$ cat config.mk
export PLATFORM = sky130hd
export DESIGN_NAME = spi_flash_command_sequencer
export DESIGN_NICKNAME = d
export VERILOG_FILES = /design/src/hdl/sfcs_pkg.sv /design/src/hdl/sfcs_front.sv /design/src/hdl/sfcs_queue.sv /design/src/hdl/sfcs_back.sv /design/src/hdl/spi_flash_command_sequencer.sv
export SDC_FILE = /design/constraint.sdc
export NUM_CORES = 1
export LEC_CHECK = 0
export BUFFER_PORTS_ARGS = -buffer_cell sky130_fd_sc_hd__buf_2
export CORE_MARGIN = 2
export CORE_UTILIZATION = 39
export DETAILED_ROUTE_END_ITERATION = 12
export HOLD_SLACK_MARGIN = 0.03
export PLACE_DENSITY = 0.63
export SYNTH_ARGS = -nofsm -noshare
export SYNTH_HDL_FRONTEND = slang
export SYNTH_HIERARCHICAL = 1
export SYNTH_SLANG_ARGS = --single-unit
$ cat constraint.sdc
create_clock -name clock -period 17.31 [get_ports clock]
set_input_delay 5.193 -clock clock [delete_from_list [all_inputs] [get_ports clock]]
set_output_delay 5.193 -clock clock [all_outputs]
set_load 0.005 [all_outputs]
$ cat src/hdl/sfcs_pkg.sv
// Shared types and constants of the SPI flash command sequencer.
// Used by the front end, the queue, the back end and the checker.
// No dependencies.
package sfcs_pkg;

   // Request codes on the input tuser.
   localparam logic [3:0] ACT_READ      = 4'd0;
   localparam logic [3:0] ACT_WRITE     = 4'd1;
   localparam logic [3:0] ACT_SECTOR    = 4'd2;
   localparam logic [3:0] ACT_BULK      = 4'd3;
   localparam logic [3:0] ACT_STATUS    = 4'd4;
   localparam logic [3:0] ACT_SIGNATURE = 4'd5;
   localparam logic [3:0] ACT_POWERDOWN = 4'd6;
   localparam logic [3:0] ACT_WAKEUP    = 4'd7;
   localparam logic [3:0] ACT_WBYTE     = 4'd8;
   localparam logic [3:0] ACT_RESPONSE  = 4'd9;

   // Result kinds on the output tuser.
   localparam logic [2:0] KIND_SEND   = 3'd0;
   localparam logic [2:0] KIND_XCHG   = 3'd1;
   localparam logic [2:0] KIND_DATA   = 3'd2;
   localparam logic [2:0] KIND_STATUS = 3'd3;
   localparam logic [2:0] KIND_SIG    = 3'd4;
   localparam logic [2:0] KIND_DONE   = 3'd5;

   // Flash opcodes.
   localparam logic [7:0] CMD_WREN = 8'h06;
   localparam logic [7:0] CMD_RDSR = 8'h05;
   localparam logic [7:0] CMD_READ = 8'h03;
   localparam logic [7:0] CMD_PP   = 8'h02;
   localparam logic [7:0] CMD_SE   = 8'hd8;
   localparam logic [7:0] CMD_BE   = 8'hc7;
   localparam logic [7:0] CMD_DP   = 8'hb9;
   localparam logic [7:0] CMD_RES  = 8'hab;
   localparam int unsigned BUSY_BIT = 0;
   localparam logic [7:0] XCHG_FILL = 8'hff;

   localparam int unsigned MAX_RESULTS = 8;
   localparam int unsigned QUEUE_DEPTH = 4;

   typedef struct packed {
      logic [2:0] kind;
      logic [7:0] value;
      logic       release_sel;
   } result_type;

   // One queue entry: every result caused by one accepted item.
   typedef struct packed {
      logic [3:0]                   count;
      result_type [MAX_RESULTS-1:0] items;
   } batch_type;

   function automatic result_type make_result(logic [2:0] kind, logic [7:0] value,
                                               logic release_sel);
      result_type r;
      r.kind = kind;
      r.value = value;
      r.release_sel = release_sel;
      return r;
   endfunction

endpackage

$ cat src/hdl/sfcs_front.sv
// Front end of the sequencer: takes each request, write byte or response,
// updates the sequencing state and builds the batch of results it causes.
// Depends on sfcs_pkg.
module sfcs_front #(
   parameter int unsigned PAGE_BYTES = 256
) (
   input  logic               clock,
   input  logic               reset,
   input  logic               in_valid,
   output logic               in_ready,
   input  logic [3:0]         action,
   input  logic [23:0]        address,
   input  logic [15:0]        length,
   input  logic [7:0]         sector,
   input  logic [7:0]         data_byte,
   output logic               push,
   output sfcs_pkg::batch_type batch,
   input  logic               queue_full
);

   // The page size must be a power of two; page ends come from the low bits.
   localparam int unsigned PAGE_BITS = $clog2(PAGE_BYTES);

   localparam logic [2:0] PH_IDLE   = 3'd0;
   localparam logic [2:0] PH_POLL   = 3'd1;
   localparam logic [2:0] PH_READ   = 3'd2;
   localparam logic [2:0] PH_WDATA  = 3'd3;
   localparam logic [2:0] PH_STATUS = 3'd4;
   localparam logic [2:0] PH_SIG    = 3'd5;

   localparam logic [1:0] OP_READ   = 2'd0;
   localparam logic [1:0] OP_WRITE  = 2'd1;
   localparam logic [1:0] OP_SECTOR = 2'd2;
   localparam logic [1:0] OP_BULK   = 2'd3;

   logic [2:0]  phase_ff, phase_in;
   logic [1:0]  op_ff, op_in;
   logic [23:0] addr_ff, addr_in;
   logic [15:0] left_ff, left_in;
   logic [7:0]  sector_ff, sector_in;
   logic        then_cmd_ff, then_cmd_in;

   sfcs_pkg::result_type [sfcs_pkg::MAX_RESULTS-1:0] list;
   logic [3:0]  n;
   logic [23:0] addr_inc;
   logic [15:0] left_dec;
   logic        page_end;

   assign in_ready = !queue_full;
   assign addr_inc = addr_ff + 24'd1;
   assign left_dec = left_ff - 16'd1;
   assign page_end = (addr_inc[PAGE_BITS-1:0] == '0);

   always_comb begin
      phase_in    = phase_ff;
      op_in       = op_ff;
      addr_in     = addr_ff;
      left_in     = left_ff;
      sector_in   = sector_ff;
      then_cmd_in = then_cmd_ff;
      list        = '0;
      n           = 4'd0;
      if (action[3] == 1'b0) begin
         if (phase_ff == PH_IDLE) begin
            case (action)
               sfcs_pkg::ACT_READ, sfcs_pkg::ACT_WRITE: begin
                  op_in   = (action == sfcs_pkg::ACT_READ) ? OP_READ : OP_WRITE;
                  addr_in = address;
                  left_in = length;
                  if (action == sfcs_pkg::ACT_WRITE && length == 16'd0) begin
                     list[n[2:0]] = sfcs_pkg::make_result(sfcs_pkg::KIND_DONE, 8'd0, 1'b0);
                     n = n + 4'd1;
                  end else begin
                     list[n[2:0]] = sfcs_pkg::make_result(sfcs_pkg::KIND_SEND,
                                                          sfcs_pkg::CMD_RDSR, 1'b0);
                     n = n + 4'd1;
                     list[n[2:0]] = sfcs_pkg::make_result(sfcs_pkg::KIND_XCHG,
                                                          sfcs_pkg::XCHG_FILL, 1'b1);
                     n = n + 4'd1;
                     then_cmd_in = 1'b1;
                     phase_in = PH_POLL;
                  end
               end
               sfcs_pkg::ACT_SECTOR, sfcs_pkg::ACT_BULK: begin
                  if (action == sfcs_pkg::ACT_SECTOR) begin
                     op_in = OP_SECTOR;
                     sector_in = sector;
                  end else begin
                     op_in = OP_BULK;
                  end
                  list[n[2:0]] = sfcs_pkg::make_result(sfcs_pkg::KIND_SEND,
                                                       sfcs_pkg::CMD_RDSR, 1'b0);
                  n = n + 4'd1;
                  list[n[2:0]] = sfcs_pkg::make_result(sfcs_pkg::KIND_XCHG,
                                                       sfcs_pkg::XCHG_FILL, 1'b1);
                  n = n + 4'd1;
                  then_cmd_in = 1'b1;
                  phase_in = PH_POLL;
               end
               sfcs_pkg::ACT_STATUS: begin
                  list[n[2:0]] = sfcs_pkg::make_result(sfcs_pkg::KIND_SEND,
                                                       sfcs_pkg::CMD_RDSR, 1'b0);
                  n = n + 4'd1;
                  list[n[2:0]] = sfcs_pkg::make_result(sfcs_pkg::KIND_XCHG,
                                                       sfcs_pkg::XCHG_FILL, 1'b1);
                  n = n + 4'd1;
                  phase_in = PH_STATUS;
               end
               sfcs_pkg::ACT_SIGNATURE: begin
                  list[n[2:0]] = sfcs_pkg::make_result(sfcs_pkg::KIND_SEND,
                                                       sfcs_pkg::CMD_RES, 1'b0);
                  n = n + 4'd1;
                  list[n[2:0]] = sfcs_pkg::make_result(sfcs_pkg::KIND_SEND, 8'd0, 1'b0);
                  n = n + 4'd1;
                  list[n[2:0]] = sfcs_pkg::make_result(sfcs_pkg::KIND_SEND, 8'd0, 1'b0);
                  n = n + 4'd1;
                  list[n[2:0]] = sfcs_pkg::make_result(sfcs_pkg::KIND_SEND, 8'd0, 1'b0);
                  n = n + 4'd1;
                  list[n[2:0]] = sfcs_pkg::make_result(sfcs_pkg::KIND_XCHG,
                                                       sfcs_pkg::XCHG_FILL, 1'b1);
                  n = n + 4'd1;
                  phase_in = PH_SIG;
               end
               default: begin
                  // Power down and wakeup are single-byte frames.
                  list[n[2:0]] = sfcs_pkg::make_result(sfcs_pkg::KIND_SEND,
                     (action == sfcs_pkg::ACT_POWERDOWN) ? sfcs_pkg::CMD_DP
                                                         : sfcs_pkg::CMD_RES, 1'b1);
                  n = n + 4'd1;
                  list[n[2:0]] = sfcs_pkg::make_result(sfcs_pkg::KIND_DONE, 8'd0, 1'b0);
                  n = n + 4'd1;
               end
            endcase
         end
      end else if (action == sfcs_pkg::ACT_WBYTE) begin
         if (phase_ff == PH_WDATA) begin
            addr_in = addr_inc;
            left_in = left_dec;
            list[n[2:0]] = sfcs_pkg::make_result(sfcs_pkg::KIND_SEND, data_byte,
                                                 (left_dec == 16'd0) || page_end);
            n = n + 4'd1;
            if (left_dec == 16'd0) begin
               list[n[2:0]] = sfcs_pkg::make_result(sfcs_pkg::KIND_DONE, 8'd0, 1'b0);
               n = n + 4'd1;
               phase_in = PH_IDLE;
            end else if (page_end) begin
               list[n[2:0]] = sfcs_pkg::make_result(sfcs_pkg::KIND_SEND,
                                                    sfcs_pkg::CMD_RDSR, 1'b0);
               n = n + 4'd1;
               list[n[2:0]] = sfcs_pkg::make_result(sfcs_pkg::KIND_XCHG,
                                                    sfcs_pkg::XCHG_FILL, 1'b1);
               n = n + 4'd1;
               then_cmd_in = 1'b1;
               phase_in = PH_POLL;
            end
         end
      end else if (action == sfcs_pkg::ACT_RESPONSE) begin
         case (phase_ff)
            PH_POLL: begin
               if (data_byte[sfcs_pkg::BUSY_BIT]) begin
                  // Still busy: another whole read-status frame.
                  list[n[2:0]] = sfcs_pkg::make_result(sfcs_pkg::KIND_SEND,
                                                       sfcs_pkg::CMD_RDSR, 1'b0);
                  n = n + 4'd1;
                  list[n[2:0]] = sfcs_pkg::make_result(sfcs_pkg::KIND_XCHG,
                                                       sfcs_pkg::XCHG_FILL, 1'b1);
                  n = n + 4'd1;
               end else if (!then_cmd_ff) begin
                  list[n[2:0]] = sfcs_pkg::make_result(sfcs_pkg::KIND_DONE, 8'd0, 1'b0);
                  n = n + 4'd1;
                  phase_in = PH_IDLE;
               end else begin
                  case (op_ff)
                     OP_READ: begin
                        list[n[2:0]] = sfcs_pkg::make_result(sfcs_pkg::KIND_SEND,
                                                             sfcs_pkg::CMD_READ, 1'b0);
                        n = n + 4'd1;
                        list[n[2:0]] = sfcs_pkg::make_result(sfcs_pkg::KIND_SEND,
                                                             addr_ff[23:16], 1'b0);
                        n = n + 4'd1;
                        list[n[2:0]] = sfcs_pkg::make_result(sfcs_pkg::KIND_SEND,
                                                             addr_ff[15:8], 1'b0);
                        n = n + 4'd1;
                        list[n[2:0]] = sfcs_pkg::make_result(sfcs_pkg::KIND_SEND,
                                                             addr_ff[7:0], left_ff == 16'd0);
                        n = n + 4'd1;
                        if (left_ff == 16'd0) begin
                           list[n[2:0]] = sfcs_pkg::make_result(sfcs_pkg::KIND_DONE,
                                                                8'd0, 1'b0);
                           n = n + 4'd1;
                           phase_in = PH_IDLE;
                        end else begin
                           list[n[2:0]] = sfcs_pkg::make_result(sfcs_pkg::KIND_XCHG,
                              sfcs_pkg::XCHG_FILL, left_ff == 16'd1);
                           n = n + 4'd1;
                           phase_in = PH_READ;
                        end
                     end
                     OP_WRITE: begin
                        list[n[2:0]] = sfcs_pkg::make_result(sfcs_pkg::KIND_SEND,
                                                             sfcs_pkg::CMD_WREN, 1'b1);
                        n = n + 4'd1;
                        list[n[2:0]] = sfcs_pkg::make_result(sfcs_pkg::KIND_SEND,
                                                             sfcs_pkg::CMD_PP, 1'b0);
                        n = n + 4'd1;
                        list[n[2:0]] = sfcs_pkg::make_result(sfcs_pkg::KIND_SEND,
                                                             addr_ff[23:16], 1'b0);
                        n = n + 4'd1;
                        list[n[2:0]] = sfcs_pkg::make_result(sfcs_pkg::KIND_SEND,
                                                             addr_ff[15:8], 1'b0);
                        n = n + 4'd1;
                        list[n[2:0]] = sfcs_pkg::make_result(sfcs_pkg::KIND_SEND,
                                                             addr_ff[7:0], 1'b0);
                        n = n + 4'd1;
                        phase_in = PH_WDATA;
                     end
                     default: begin
                        list[n[2:0]] = sfcs_pkg::make_result(sfcs_pkg::KIND_SEND,
                                                             sfcs_pkg::CMD_WREN, 1'b1);
                        n = n + 4'd1;
                        if (op_ff == OP_SECTOR) begin
                           list[n[2:0]] = sfcs_pkg::make_result(sfcs_pkg::KIND_SEND,
                                                                sfcs_pkg::CMD_SE, 1'b0);
                           n = n + 4'd1;
                           list[n[2:0]] = sfcs_pkg::make_result(sfcs_pkg::KIND_SEND,
                                                                sector_ff, 1'b0);
                           n = n + 4'd1;
                           list[n[2:0]] = sfcs_pkg::make_result(sfcs_pkg::KIND_SEND,
                                                                8'd0, 1'b0);
                           n = n + 4'd1;
                           list[n[2:0]] = sfcs_pkg::make_result(sfcs_pkg::KIND_SEND,
                                                                8'd0, 1'b1);
                           n = n + 4'd1;
                        end else begin
                           list[n[2:0]] = sfcs_pkg::make_result(sfcs_pkg::KIND_SEND,
                                                                sfcs_pkg::CMD_BE, 1'b1);
                           n = n + 4'd1;
                        end
                        // The erase is followed by a poll that ends in done.
                        list[n[2:0]] = sfcs_pkg::make_result(sfcs_pkg::KIND_SEND,
                                                             sfcs_pkg::CMD_RDSR, 1'b0);
                        n = n + 4'd1;
                        list[n[2:0]] = sfcs_pkg::make_result(sfcs_pkg::KIND_XCHG,
                                                             sfcs_pkg::XCHG_FILL, 1'b1);
                        n = n + 4'd1;
                        then_cmd_in = 1'b0;
                     end
                  endcase
               end
            end
            PH_READ: begin
               list[n[2:0]] = sfcs_pkg::make_result(sfcs_pkg::KIND_DATA, data_byte, 1'b0);
               n = n + 4'd1;
               addr_in = addr_inc;
               left_in = left_dec;
               if (left_dec == 16'd0) begin
                  list[n[2:0]] = sfcs_pkg::make_result(sfcs_pkg::KIND_DONE, 8'd0, 1'b0);
                  n = n + 4'd1;
                  phase_in = PH_IDLE;
               end else begin
                  list[n[2:0]] = sfcs_pkg::make_result(sfcs_pkg::KIND_XCHG,
                                                       sfcs_pkg::XCHG_FILL, left_dec == 16'd1);
                  n = n + 4'd1;
               end
            end
            PH_STATUS: begin
               list[n[2:0]] = sfcs_pkg::make_result(sfcs_pkg::KIND_STATUS, data_byte, 1'b0);
               n = n + 4'd1;
               phase_in = PH_IDLE;
            end
            PH_SIG: begin
               list[n[2:0]] = sfcs_pkg::make_result(sfcs_pkg::KIND_SIG, data_byte, 1'b0);
               n = n + 4'd1;
               phase_in = PH_IDLE;
            end
            default: begin
            end
         endcase
      end
   end

   assign batch.count = n;
   assign batch.items = list;
   assign push = in_valid && in_ready && (n != 4'd0);

   always_ff @(posedge clock) begin
      if (reset) begin
         phase_ff    <= PH_IDLE;
         op_ff       <= OP_READ;
         addr_ff     <= '0;
         left_ff     <= '0;
         sector_ff   <= '0;
         then_cmd_ff <= 1'b0;
      end else if (in_valid && in_ready) begin
         phase_ff    <= phase_in;
         op_ff       <= op_in;
         addr_ff     <= addr_in;
         left_ff     <= left_in;
         sector_ff   <= sector_in;
         then_cmd_ff <= then_cmd_in;
      end
   end

endmodule

$ cat src/hdl/sfcs_queue.sv
// Short queue of result batches between the front and back ends.
// Depends on sfcs_pkg.
module sfcs_queue (
   input  logic                clock,
   input  logic                reset,
   input  logic                push,
   input  sfcs_pkg::batch_type push_batch,
   output logic                full,
   input  logic                pop,
   output logic                head_valid,
   output sfcs_pkg::batch_type head
);

   localparam int unsigned PTR_BITS = $clog2(sfcs_pkg::QUEUE_DEPTH);

   sfcs_pkg::batch_type entry_ff [sfcs_pkg::QUEUE_DEPTH];
   logic [PTR_BITS-1:0] wr_ptr_ff, rd_ptr_ff;
   logic [PTR_BITS:0]   fill_ff, fill_in;

   assign full       = (fill_ff == PTR_BITS'(0) + (PTR_BITS+1)'(sfcs_pkg::QUEUE_DEPTH));
   assign head_valid = (fill_ff != '0);
   assign head       = entry_ff[rd_ptr_ff];

   always_comb begin
      fill_in = fill_ff;
      if (push && !(pop && head_valid)) begin
         fill_in = fill_ff + (PTR_BITS+1)'(1);
      end else if (!push && pop && head_valid) begin
         fill_in = fill_ff - (PTR_BITS+1)'(1);
      end
   end

   always_ff @(posedge clock) begin
      if (push) begin
         entry_ff[wr_ptr_ff] <= push_batch;
      end
   end

   always_ff @(posedge clock) begin
      if (reset) begin
         wr_ptr_ff <= '0;
         rd_ptr_ff <= '0;
         fill_ff   <= '0;
      end else begin
         if (push) begin
            wr_ptr_ff <= wr_ptr_ff + PTR_BITS'(1);
         end
         if (pop && head_valid) begin
            rd_ptr_ff <= rd_ptr_ff + PTR_BITS'(1);
         end
         fill_ff <= fill_in;
      end
   end

endmodule

$ cat src/hdl/sfcs_back.sv
// Back end of the sequencer: walks the batch at the head of the queue and
// hands its results to the output channel one transfer at a time.
// Depends on sfcs_pkg.
module sfcs_back (
   input  logic                clock,
   input  logic                reset,
   input  logic                head_valid,
   input  sfcs_pkg::batch_type head,
   output logic                pop,
   output logic                out_valid,
   input  logic                out_ready,
   output sfcs_pkg::result_type out_result,
   output logic                out_last
);

   logic [2:0] idx_ff;

   assign out_valid  = head_valid;
   assign out_result = head.items[idx_ff];
   assign out_last   = ({1'b0, idx_ff} == head.count - 4'd1);
   assign pop        = out_valid && out_ready && out_last;

   always_ff @(posedge clock) begin
      if (reset) begin
         idx_ff <= '0;
      end else if (out_valid && out_ready) begin
         idx_ff <= out_last ? 3'd0 : idx_ff + 3'd1;
      end
   end

endmodule

$ cat src/hdl/spi_flash_command_sequencer.sv
// SPI NOR flash command sequencer, host side: turns flash requests, write
// bytes and returned bytes into SPI byte results with chip-select marks.
// Each accepted item is classified by the front end, which puts
// all of its results (up to seven) into a four-entry queue as one batch; the
// back end then presents them one per cycle on the result channel while
// rsp_tready is high. An item therefore takes one transfer per result, one
// to seven, and an item that causes none puts nothing into the queue. The
// input side keeps taking items while the queue has room, so it stalls only
// when four batches are waiting. PAGE_BYTES must be a power of two.
module spi_flash_command_sequencer #(
   parameter int unsigned PAGE_BYTES = 256
) (
   input  logic        clock,
   input  logic        reset,
   input  logic        req_tvalid,
   output logic        req_tready,
   input  logic [55:0] req_tdata,   // address[23:0], length[39:24], sector[47:40],
                                    // data_byte[55:48]
   input  logic [3:0]  req_tuser,   // action[3:0]
   output logic        rsp_tvalid,
   input  logic        rsp_tready,
   output logic [15:0] rsp_tdata,   // byte_value[7:0], release_select[8], zero[15:9]
   output logic [2:0]  rsp_tuser,   // kind[2:0]
   output logic        rsp_tlast
);

   logic                 push, queue_full, pop, head_valid;
   sfcs_pkg::batch_type  batch, head;
   sfcs_pkg::result_type out_result;

   sfcs_front #(
      .PAGE_BYTES(PAGE_BYTES)
   ) u_front (
      .clock      (clock),
      .reset      (reset),
      .in_valid   (req_tvalid),
      .in_ready   (req_tready),
      .action     (req_tuser),
      .address    (req_tdata[23:0]),
      .length     (req_tdata[39:24]),
      .sector     (req_tdata[47:40]),
      .data_byte  (req_tdata[55:48]),
      .push       (push),
      .batch      (batch),
      .queue_full (queue_full)
   );

   sfcs_queue u_queue (
      .clock      (clock),
      .reset      (reset),
      .push       (push),
      .push_batch (batch),
      .full       (queue_full),
      .pop        (pop),
      .head_valid (head_valid),
      .head       (head)
   );

   sfcs_back u_back (
      .clock      (clock),
      .reset      (reset),
      .head_valid (head_valid),
      .head       (head),
      .pop        (pop),
      .out_valid  (rsp_tvalid),
      .out_ready  (rsp_tready),
      .out_result (out_result),
      .out_last   (rsp_tlast)
   );

   assign rsp_tdata = {7'd0, out_result.release_sel, out_result.value};
   assign rsp_tuser = out_result.kind;

endmodule

# Word-level counts from Yosys, hierarchy flattened
# Memory sizes are Yosys's and may differ from the RTL's. A register that Yosys moved wholly into a read port is not among the register bits.
# Index checks and enable logic that the tools add are counted.
[classes]
add_sub_neg = 10
multipliers = 0
n_eq_ne = 32
reduce_logical = 40
bitwise = 7
shifts = 0
div = 0
mux = 132
order_cmp = 5
[op_table]
columns = ["cell", "n"]
rows = [
  ["60-bit two-way mux", 9],
  ["84-bit two-way mux", 6],
  ["36-bit two-way mux", 11],
  ["24-bit two-way mux", 8],
  ["12-bit two-way mux", 15],
  ["72-bit two-way mux", 2],
  ["60-bit one-hot mux with 2 select lines", 1],
  ["16-bit two-way mux", 7],
  ["96-bit two-way mux", 1],
  ["50-bit by 80-bit AND with 80-bit output", 1],
  ["80-bit inverter", 1],
  ["80-bit OR", 1],
  ["12-bit demux with 3-bit select", 2],
  ["24-bit one-hot mux with 3 select lines", 1],
  ["4-bit two-way mux", 15],
  ["16-bit zero test", 3],
  ["12-bit one-hot mux with 4 select lines", 1],
  ["3-bit two-way mux", 15],
  ["12-bit binary-select mux with 3-bit select", 1],
  ["34-bit two-way mux", 1],
  ["16-bit by 1-bit == test with 1-bit output (second input constant)", 2],
  ["25-bit two-way mux", 1],
  ["24-bit by 1-bit adder with 24-bit output (second input constant)", 1],
  ["12-bit one-hot mux with 2 select lines", 1],
  ["59 further kinds", 119],
]
[totals]
inputBits = 64
n_memories = 1
ram_bits = 400
word_cells = 237
latch_bits = 0
out_inout_bits = 22
rom_bits = 0
register_bits = 64
[mem_list]
columns = ["memory", "words", "word_bits", "rd", "rd_clocked_by_memory_dff", "wr", "line", "text"]
rows = [
  ["u_queue.entry_ff", 4, 100, 1, 1, 1, "sfcs_queue.sv:16", "sfcs_pkg::batch_type entry_ff [sfcs_pkg::QUEUE_DEPTH];"],
]

# Logic depth before layout (Yosys ltp)
# Gate-level depths: netlist (run 1).
[logic_depth]
word_depth = 34
mapped_depth = 15
ltp_nobuf = 13

# Modules after synthesis
# Netlist (run 1), hierarchy kept.
[modules_own_cells]
columns = ["module", "instances", "area_each_um2", "seq_area_each_um2", "cells_each"]
rows = [
  ["sfcs_queue", 1, 15060.7, 12191.7, 574],
  ["sfcs_front", 1, 4998.5, 1081.0, 742],
  ["sfcs_back", 1, 1054.8, 60.1, 75],
  ["spi_flash_command_sequencer", 1, 56.3, 0.0, 8],
]

# Least setup slack after synthesis (run 1)
# No wires, ideal clock.
[synth_path]
path_type = "in2reg"
startpoint = "input req_tuser[2]"
endpoint = "memory u_queue/entry_ff[0][0] (netlist name), enable pin"
required_ns = 16.840
setup_time_ns = 0.470
path_slack_ns = 7.608
cell_stages = 11
arrival_ns = 9.232
n_path_buf = 2
path_cell_list = "clkbuf_1 > nor2_1 > nand3_1 > nor2_1 > nand2_1 > nor2_1 > nor2_1 > inv_1 > o41a_1 > buf_6 > and2_1"
[synth_rtl]
columns = ["item", "line", "text"]
rows = [
  ["start: declaration", "spi_flash_command_sequencer.sv:19", "input logic [3:0] req_tuser,"],
  ["end: declaration", "sfcs_queue.sv:16", ""],
]

==> results.md, run 1 <==
* Avg WL per Cell at 21.7 um
* Worst-path fanout max at 37
* Area leader, netlist: edfxtp_1
* I/O pins at 86
* Initial antenna violation count at 2
* Max Clock Skew at 34.4 ps
* YS warnings at 6
* Gr ovfl total at 0
* Vias in the first global route at 12000
* Top_reg_cell synth: edfxtp_1
* Setup ws final at 7720 ps
* Post-DP Area at 21700 um2
* CTS tree: yes
* DR pass1 iterations at 5
* Effective utilization at floorplan at 39.4%
* RSZ-0062 raised after global routing: no
* Hpwl dp at 29800 um
* Fmax at 104 MHz
* Period utilization at 55.4%
* Final Wtd Congestion at 0.915
* Post-synth EDFFs at 400
* Post-CTS Hold Buffers at 0
* NumNets Final at 1513
* Layout cells sized above 1 at 21.4%
* Post-synth ARST share at 0%
* Mapped Area at 21200 um2
* CP Data Required Time at 12120 ps
* Syn Inst Count at 1399
* Final setup violation count at 0
* H-tree levels at 2
* Largest stage delay on the critical path at 750 ps
* CP top delay family: buffers and inverters
* Later-pin clock latency in the skew report at 600 ps
* VDD IR-drop max at 0.0000722 V
* Root Buffer: clkbuf_16
* Netlist cell types at 88
* Leakage at 7.73 nW
* Buffer count from post-CTS setup fixing at 0
* Commonest non-fill, non-tap cell in the layout: edfxtp_1
* Final Slew Violations at 0
* Syn_area_per_cell at 15.1 um2
* Design area at 23300 um2
* Largest net degree at the start of global routing at 85
* Post-route ant nets at 0
* Max Cap Viol at 0
* Status: finished, final reports clean
* CTS sink cnt at 466
* Clk slew on worst S/H paths at 60 ps
* Busiest grt layer: met2
* Chip width at 237 um
* Vias per inst at 5.61
* Via count at 12200
* M1 GR Usage at 23.2%
* Slew HR at 22.8%
* CP Cell Sequence: buf_4 -> buf_4 -> mux4_2 -> mux4_1 -> mux2_2 -> buf_2
* Critical path data arrival time at 4390 ps
* DP Cell Count at 2082
* Crit path top cell by count: buf_4
* Number of port buffers at 78
* Slowest CP cell: dfxtp_4
* Final Hold Fails at 0
* Antenna cells at 0
* Met2 Usage GRT at 26.4%
* CTS buffer count at 48
* Min-delay worst type: reg2reg
* Commonest non-fill, non-tap cells in the layout: edfxtp_1 (400), mux4_2 (101), nor2_1 (99), nand2_1 (85), buf_2 (79)
* Area delta synth->final at 10.3%
* Crit Path Category: reg2out
* GR Util All Layers at 16.8%
* GR Layer Usage met3 at 3.71%
* Global-route wire length before repair at 71900 um
* CP Buf/Inv Count at 3
* Share of the synthesized area in the top cell type at 56.7%
* Synth Register Bits at 466
* Final instance count without filler cells at 2173
* CP Capture Type: output port
* Worst-Margin Slew at 1160 ps
* Final WL at 47100 um
* Clock Tree Buf Depth at 3
* Area contributors post-synth: edfxtp_1 (57%), mux4_2 (11%), dfxtp_1 (6.2%)
* Power density of the placed cells at 108 nW/um2
* Setup TNS at 0 ps
* DRC at 0
* Die footprint at 56200 um2
* Critical path startpoint category: register
* Tmin final at 9590 ps
* DRT iter0 DRCs at 1133
* Post-CTS Resized at 0
* Height of the die at 237 um
* Core area at 53700 um2
* Std-Cell Rows at 85
* Pre-CTS setup slack at 7270 ps
* Sequential fraction of the synthesis area at 63.0%
-- metal layers --
layer  share of wire, %  routed length (um)
met3                7.1                3340
met5              0.049                  23
met4                2.7                1280
met1                 43               20400
met2                 47               22200
-- flip-flops by register name (all words and copies together) (netlist names), named ones only --
| name | count |
|---|---|
| u_queue/entry_ff | 400 |
| u_front/sector_ff | 8 |
| u_queue/wr_ptr_ff | 2 |
| u_front/addr_ff | 24 |
| u_back/idx_ff | 3 |
| u_front/left_ff | 16 |
| u_queue/fill_ff | 3 |
| u_queue/rd_ptr_ff | 2 |
| u_front/phase_ff | 3 |
| u_front/then_cmd_ff | 1 |
| u_front/op_ff | 2 |
-- through the flow --
stage	power, W	util [%]	hold WS, ps
final	0.00252	43.5	501
after global routing	0.00260	43.5	545
after CTS	0.00255	43.5	503
after detailed placement	0.00148	40.4	485
after global placement	0.00148	40.4	478
after floorplan	0.00143	-	464
-- synth_stat cells, types with 4 or more instances --
library cell,n
or3_1,4
a211oi_1,19
nand3_1,26
nor2b_1,8
clkbuf_1,53
mux4_1,23
edfxtp_1,400
nand2_1,85
nor3_1,26
buf_12,10
inv_1,17
nand4_1,16
a221oi_1,5
nor4_1,9
buf_6,8
mux2i_1,24
ha_1,11
nor2_1,99
nand2b_1,6
a22oi_1,6
a21o_1,10
buf_2,12
dfxtp_1,66
o21ai_0,70
and2_1,7
or4_1,4
and3_1,7
mux4_2,101
o31ai_1,5
o22ai_1,11
buf_4,52
xnor2_1,6
a31oi_1,11
a21oi_1,78
nor3b_1,6
xor2_1,4
mux2_2,14
or2_2,7
-- cell type report --
type / count / area (um2)
sequential: 466 / 13300
tap: 696 / 871
multi-input combinational: 810 / 6920
clock buffer: 56 / 1240
timing repair buffer: 94 / 508
fill: 4750 / 30400
inverter: 17 / 63.8
clock inverter: 34 / 400
-- report_power, final --
| group | leakage [nW] | switching, W | internal [W] |
|---|---|---|---|
| logic | 2.61 | 0.000108 | 0.0000801 |
| registers | 4.32 | 0.0000241 | 0.00125 |
| clock network | 0.793 | 0.000434 | 0.000624 |
-- final timing paths --
kind                        startpoint              endpoint  slack [ps]  depth (start not counted)
setup / recovery              register          rsp_tuser[0]        7720                          6
hold / removal    u_front/sector_ff[0]  u_front/sector_ff[0]         500                          2
setup reg to reg              register    u_queue/fill_ff[1]       12440                         13
hold reg to reg   u_front/sector_ff[0]  u_front/sector_ff[0]         500                          2
-- tightest hold or removal path, cell delays in order, from the launching register on --
cell and delay, ps:
dfxtp_1 330, mux2i_1 70, nor2_1 70
-- kinds of logic (layout without fill, tap and decap cells) --
family / count (synthesis) / count (layout) / synth area share (%)
other: 2 / 38 / 0.0355
xor gates and xnor gates: 10 / 10 / 0.414
buffers and inverters: 159 / 201 / 5.06
AOI/OAI and AO/OA: 257 / 257 / 7.68
DFF: 466 / 466 / 63.0
and+or+nand+nor: 331 / 331 / 7.61
muxes: 162 / 162 / 15.5
adders and majority gates: 12 / 12 / 0.745
Note: power is estimated with default switching activity, not from simulation.
==> run 2: changes to the inputs <==
==> constraint.sdc (replaced) <==
create_clock -name clock -period 9.5 [get_ports clock]
set_input_delay 2.85 -clock clock [delete_from_list [all_inputs] [get_ports clock]]
set_output_delay 2.85 -clock clock [all_outputs]
set_load 0.005 [all_outputs]
==> run 2 against run 1 <==
  * Clock skew is 4.1 ps lower
  * Wire length is 0.94% higher
  * Global-route usage is 0.11 points higher
  * Final cell count hardly changed
  * Clock-buffer cell count is 13 higher
  * Utilization hardly changed
  * Largest cell class unchanged
  * Largest power group unchanged
  * Highest routed layer unchanged
==> results.md, run 2 (synthesis gave the netlist of run 1 again) <==
* Gr ovfl total at 0 (unchanged)
* NumNets Final at 1517 (was 1513)
* VDD IR-drop max at 0.000136 V (was 0.0000722 V)
* Final Slew Violations at 0 (unchanged)
* Layout cells sized above 1 at 21.7% (was 21.4%)
* Final setup violation count at 0 (unchanged)
* Commonest non-fill, non-tap cells in the layout: edfxtp_1 (400), mux4_2 (101), nor2_1 (99), nand2_1 (85) (was edfxtp_1 (400), mux4_2 (101), nor2_1 (99), nand2_1 (85), buf_2 (79))
* Buffer count from post-CTS setup fixing at 0 (unchanged)
* Height of the die at 237 um (unchanged)
* Post-DP Area at 21700 um2 (about the same)
* Max Clock Skew at 30.3 ps (was 34.4 ps)
* Area delta synth->final at 10.2% (was 10.3%)
* Fillers at 4694 (was 4750)
* Hold depth at 2 (unchanged)
* Vias in the first global route at 12000 (about the same)
* Final Hold Fails at 0 (unchanged)
* FF-to-FF path depth at 13 (unchanged)
* Critical path data arrival time at 3850 ps (was 4390 ps)
* Final WL at 47600 um (was 47100 um)
* Root Buffer: clkbuf_16 (unchanged)
* CTS buffer count at 48 (unchanged)
* DRC at 0 (unchanged)
* H-tree levels at 2 (unchanged)
* Later-pin clock latency in the skew report at 600 ps (about the same)
* CTS tree: yes (unchanged)
* Global-route wire length before repair at 72300 um (was 71900 um)
* Status: finished, final reports clean (unchanged)
* Final Wtd Congestion at 0.872 (was 0.915)
* Top reg by flops: u_queue/entry_ff (unchanged)
* Design area at 23300 um2 (about the same)
* Max Cap Viol at 0 (unchanged)
* Crit Path Category: reg2out (unchanged)
* RSZ-0062 raised after global routing: no (unchanged)
* Post-route ant nets at 0 (unchanged)
* Post-CTS Resized at 0 (unchanged)
* Std-Cell Rows at 85 (unchanged)
* Worst-Margin Slew at 1160 ps (about the same)
* Avg WL per Cell at 21.9 um (was 21.7 um)
* Min-delay worst type: reg2reg (unchanged)
* Post-CTS Hold Buffers at 0 (unchanged)
* Clk slew on worst S/H paths at 60 ps (about the same)
* CTS sink cnt at 466 (unchanged)
* Max reg flops at 400 (unchanged)
* Commonest non-fill, non-tap cell in the layout: edfxtp_1 (unchanged)
* Die footprint at 56200 um2 (unchanged)
* Clock Tree Buf Depth at 3 (unchanged)
* Initial antenna violation count at 2 (unchanged)
* Period utilization at 70.5%
* Hpwl dp at 30800 um (was 29800 um)
* Largest registers: u_queue/entry_ff (400), u_front/addr_ff (24), u_front/left_ff (16) (unchanged)
* Critical path startpoint category: register (unchanged)
* GR Util All Layers at 16.9% (was 16.8%)
* Effective utilization at floorplan at 39.4% (unchanged)
* DRT iter0 DRCs at 1143 (was 1133)
* Leakage at 7.73 nW (about the same)
* CP Data Required Time at 6650 ps (was 12120 ps)
* Largest net degree at the start of global routing at 84 (was 85)
* Tmin final at 6700 ps
* Fmax at 149 MHz
* DR pass1 iterations at 6 (was 5)
* I/O pins at 86 (unchanged)
* Post-layout util at 43.4% (was 43.5%)
* Worst-path fanout max at 59 (was 37)
* Setup TNS at 0 ps (unchanged)
* Vias per inst at 5.61 (about the same)
* CP Capture Type: output port (unchanged)
* Total power at 0.00454 W (was 0.00252 W)
* Number of port buffers at 78 (unchanged)
* Power density of the placed cells at 195 nW/um2 (was 108 nW/um2)
* Via count at 12200 (about the same)
* Chip width at 237 um (unchanged)
* Slew HR at 21.9% (was 22.8%)
* Core area at 53700 um2 (unchanged)
-- run 2: final timing paths --
path | slack [ps] | end | start
setup / recovery | 2800 | rsp_tlast | register
hold / removal | 510 | u_front/sector_ff[0] | u_front/sector_ff[0]
setup reg to reg | 4600 | u_queue/fill_ff[1] | register
hold reg to reg | 510 | u_front/sector_ff[0] | u_front/sector_ff[0]
-- run 2: report_power, final --
part	internal (W)	switching (W)	leakage [nW]
Combinational	0.000148	0.000214	2.64
Clock	0.00110	0.000778	0.773
Sequential	0.00227	0.0000298	4.32
Total	0.00352	0.00102	7.73
-- run 2: routing by layer --
| layer | global-route usage (%) | part of all wire, % | vias to the layer above |
|---|---|---|---|
| li1 | - | - | 5536 |
| met1 | 24.2 | 45 | 6176 |
| met2 | 26.2 | 46 | 412 |
| met3 | 3.03 | 6.5 | 84 |
| met4 | 5.72 | 2.6 | 4 |
| met5 | 0 | 0.050 | - |
-- run 2: area by class of cell --
class                   count  area (um2)  area share (%)
multi-input cells         810        6920            29.7
diodes                      1        2.50          0.0107
clock inverters            18         239            1.02
well taps                 696         871            3.73
repair buffers             98         541            2.32
inverters                  17        63.8           0.274
flip-flops and latches    466       13300            57.2
clock buffers              69        1350            5.79
-- run 2: worst max-delay path, cell delays in order (launching register included) --
cell and delay (ps):
dfxtp_4 910, buf_4 660, mux4_2 430, inv_1 70, ha_1 230, xor2_1 140
o211ai_1 200, nor2_1 400, buf_2 200
-- run 2: metrics by stage --
step	setup WS, ps	instances	hold slack, ps
floorplan	2140	1435	464
global placement	2570	2087	478
detailed placement	2520	2087	490
CTS	2740	2174	506
global route	2630	2174	526
finish	2800	2175	508
==> run 3: changes to the inputs <==
--- a/config.mk
+++ b/config.mk
@@ -10,7 +10,7 @@
 export CORE_UTILIZATION = 39
 export DETAILED_ROUTE_END_ITERATION = 12
 export HOLD_SLACK_MARGIN = 0.03
-export PLACE_DENSITY = 0.63
+export PLACE_DENSITY = 0.65
 export SYNTH_ARGS = -nofsm -noshare
 export SYNTH_HDL_FRONTEND = slang
 export SYNTH_HIERARCHICAL = 1
==> constraint.sdc (replaced) <==
create_clock -name clock -period 5.4 [get_ports clock]
set_input_delay 1.62 -clock clock [delete_from_list [all_inputs] [get_ports clock]]
set_output_delay 1.62 -clock clock [all_outputs]
set_load 0.005 [all_outputs]
==> run 3 against run 2 <==
  * Register-to-register slack lost 3200 ps
  * Cell area is 0.98% higher
  * Utilization grew 0.42 points
  * Largest power group unchanged
  * First-iteration DRC count increased by 8.9%
  * Clock power rose by 74%
  * Flip-flop and latch count is the same
  * Setup slack worse by 2200 ps
  * Sequential power up 77%
  * Critical path depth is 3 lower
  * Wire length increased by 2.0%
  * Worst hold slack got worse by 7.8 ps
  * Final cell count is 1.0% higher
==> results.md, run 3 (synthesis gave the netlist of run 1 again) <==
* CTS tree: yes (unchanged)
* Root Buffer: clkbuf_16 (unchanged)
* Top reg by flops: u_queue/entry_ff (unchanged)
* Post-route ant nets at 0 (unchanged)
* Largest net degree at the start of global routing at 74 (was 84)
* GR Util All Layers at 17.4% (was 16.9%)
* Chip width at 237 um (unchanged)
* Later-pin clock latency in the skew report at 600 ps (about the same)
* Largest registers: u_queue/entry_ff (400), u_front/addr_ff (24), u_front/left_ff (16) (unchanged)
* Layout cells sized above 1 at 22.9% (was 21.7%)
* Largest stage delay on the critical path at 670 ps (was 910 ps)
* Die footprint at 56200 um2 (unchanged)
* Critical path data arrival time at 3180 ps (was 3850 ps)
* Status: finished, final reports clean (unchanged)
* Clock Tree Buf Depth at 3 (unchanged)
* DRT iter0 DRCs at 1245 (was 1143)
* DP Cell Count at 2106 (was 2087)
* DRC at 0 (unchanged)
* Min-delay worst type: reg2reg (unchanged)
* CTS sink cnt at 466 (unchanged)
* Global-route wire length before repair at 74700 um (was 72300 um)
* Power density of the placed cells at 338 nW/um2 (was 195 nW/um2)
* Total power at 0.00796 W (was 0.00454 W)
* Commonest non-fill, non-tap cells in the layout: edfxtp_1 (400), mux4_2 (101), nor2_1 (99), nand2_1 (85) (unchanged)
* Number of port buffers at 78 (unchanged)
* CTS buffer count at 48 (unchanged)
* Final Hold Fails at 0 (unchanged)
* CP Capture Type: output port (unchanged)
* Buffer count from post-CTS setup fixing at 0 (unchanged)
* Initial antenna violation count at 3 (was 2)
* Core area at 53700 um2 (unchanged)
* Gr ovfl total at 0 (unchanged)
* Slew HR at 2.32% (was 21.9%)
* Std-Cell Rows at 85 (unchanged)
* CP Cell Sequence: buf_12 -> mux4_2 -> mux4_1 -> mux2_2 -> buf_2 (was buf_4 -> mux4_2 -> inv_1 -> ha_1 -> xor2_1 -> o211ai_1 -> nor2_1 -> buf_2)
* Via count at 12500 (was 12200)
* Max Clock Skew at 27.7 ps (was 30.3 ps)
* Worst-path fanout max at 26 (was 59)
* Leakage at 7.84 nW (was 7.73 nW)
* Final Wtd Congestion at 0.931 (was 0.872)
* Critical path startpoint category: register (unchanged)
* Area delta synth->final at 11.3% (was 10.2%)
* Min Hold Slack at 500 ps (was 508 ps)
* Crit Path Category: reg2out (unchanged)
* RSZ-0062 raised after global routing: no (unchanged)
* Tmin final at 4800 ps
* NumNets Final at 1536 (was 1517)
* Height of the die at 237 um (unchanged)
* Final Slew Violations at 0 (unchanged)
* Post-CTS Resized at 0 (unchanged)
* Final WL at 48500 um (was 47600 um)
* Fmax at 209 MHz
* Vias in the first global route at 12300 (was 12000)
* Worst-Margin Slew at 1460 ps (was 1160 ps)
* Final setup violation count at 0 (unchanged)
* Slowest CP cell: mux4_1 (was dfxtp_4)
* Vias per inst at 5.70 (was 5.61)
* Commonest non-fill, non-tap cell in the layout: edfxtp_1 (unchanged)
* Avg WL per Cell at 22.1 um (was 21.9 um)
* Hpwl dp at 31700 um (was 30800 um)
* Setup TNS at 0 ps (unchanged)
* VDD IR-drop max at 0.000215 V (was 0.000136 V)
* Effective utilization at floorplan at 39.4% (unchanged)
* H-tree levels at 2 (unchanged)
* Clk slew on worst S/H paths at 60 ps (about the same)
* Max reg flops at 400 (unchanged)
* Max Cap Viol at 0 (unchanged)
* R2r setup slk at 1390 ps (was 4600 ps)
* Period utilization at 88.8%
* CP Data Required Time at 3780 ps (was 6650 ps)
* Post-CTS Hold Buffers at 0 (unchanged)
* DR pass1 iterations at 5 (was 6)
* I/O pins at 86 (unchanged)
* Final instance count without filler cells at 2197 (was 2175)
run 3: changes by cell type in the layout (fill, tap and decap cells not counted), sizes merged:
cell / delta
buf: +19
clkbuf: -15
clkinv: +9
clkinvlp: +4
inv: +4
diode: +1
run 3: per-stage QoR:
stage,cell area (um2),utilization (%),worst slack (ps)
2_1_floorplan,21300,-,378
3_3_place_gp,22000,40.9,789
3_5_place_dp,22000,40.9,802
4_1_cts,23600,43.8,524
5_1_grt,23600,43.8,340
6_report,23600,43.9,604
run 3: where the power goes:
group	internal, W	switching, W	total (W)
Clock	0.00185	0.00142	0.00327
Combinational	0.000271	0.000355	0.000626
Sequential	0.00400	0.0000740	0.00407
Total	0.00612	0.00184	0.00796
run 3: area by class of cell:
| class | count | area [um2] |
|---|---|---|
| Sequential cell | 466 | 13300 |
| Clock inverter | 35 | 325 |
| Inverter | 17 | 63.8 |
| Fill cell | 4682 | 30200 |
| Tap cell | 696 | 871 |
| Antenna cell | 2 | 5.00 |
| Timing Repair Buffer | 117 | 796 |
| Multi-Input combinational cell | 810 | 6920 |
| Clock buffer | 54 | 1230 |
run 3: layer usage:
layer | track usage, % | wire length (um)
met5 | 0 | 22
met4 | 5.60 | 1370
met3 | 3.30 | 3390
met2 | 27.3 | 22800
met1 | 24.5 | 20900
run 3: worst paths after layout:
kind                        startpoint                       to  cells past startpoint
setup reg to reg    u_front/left_ff[0]  u_queue/entry_ff[3][14]                      8
hold reg to reg   u_front/sector_ff[7]     u_front/sector_ff[7]                      2
setup / recovery              register             rsp_tdata[7]                      5
hold / removal    u_front/sector_ff[7]     u_front/sector_ff[7]                      2
run 3: worst max-delay path: cells and delay by family (launching register included):
family   cells  cell delay, ps
mux          3            1560
buf+inv      2             430
flops        1             580
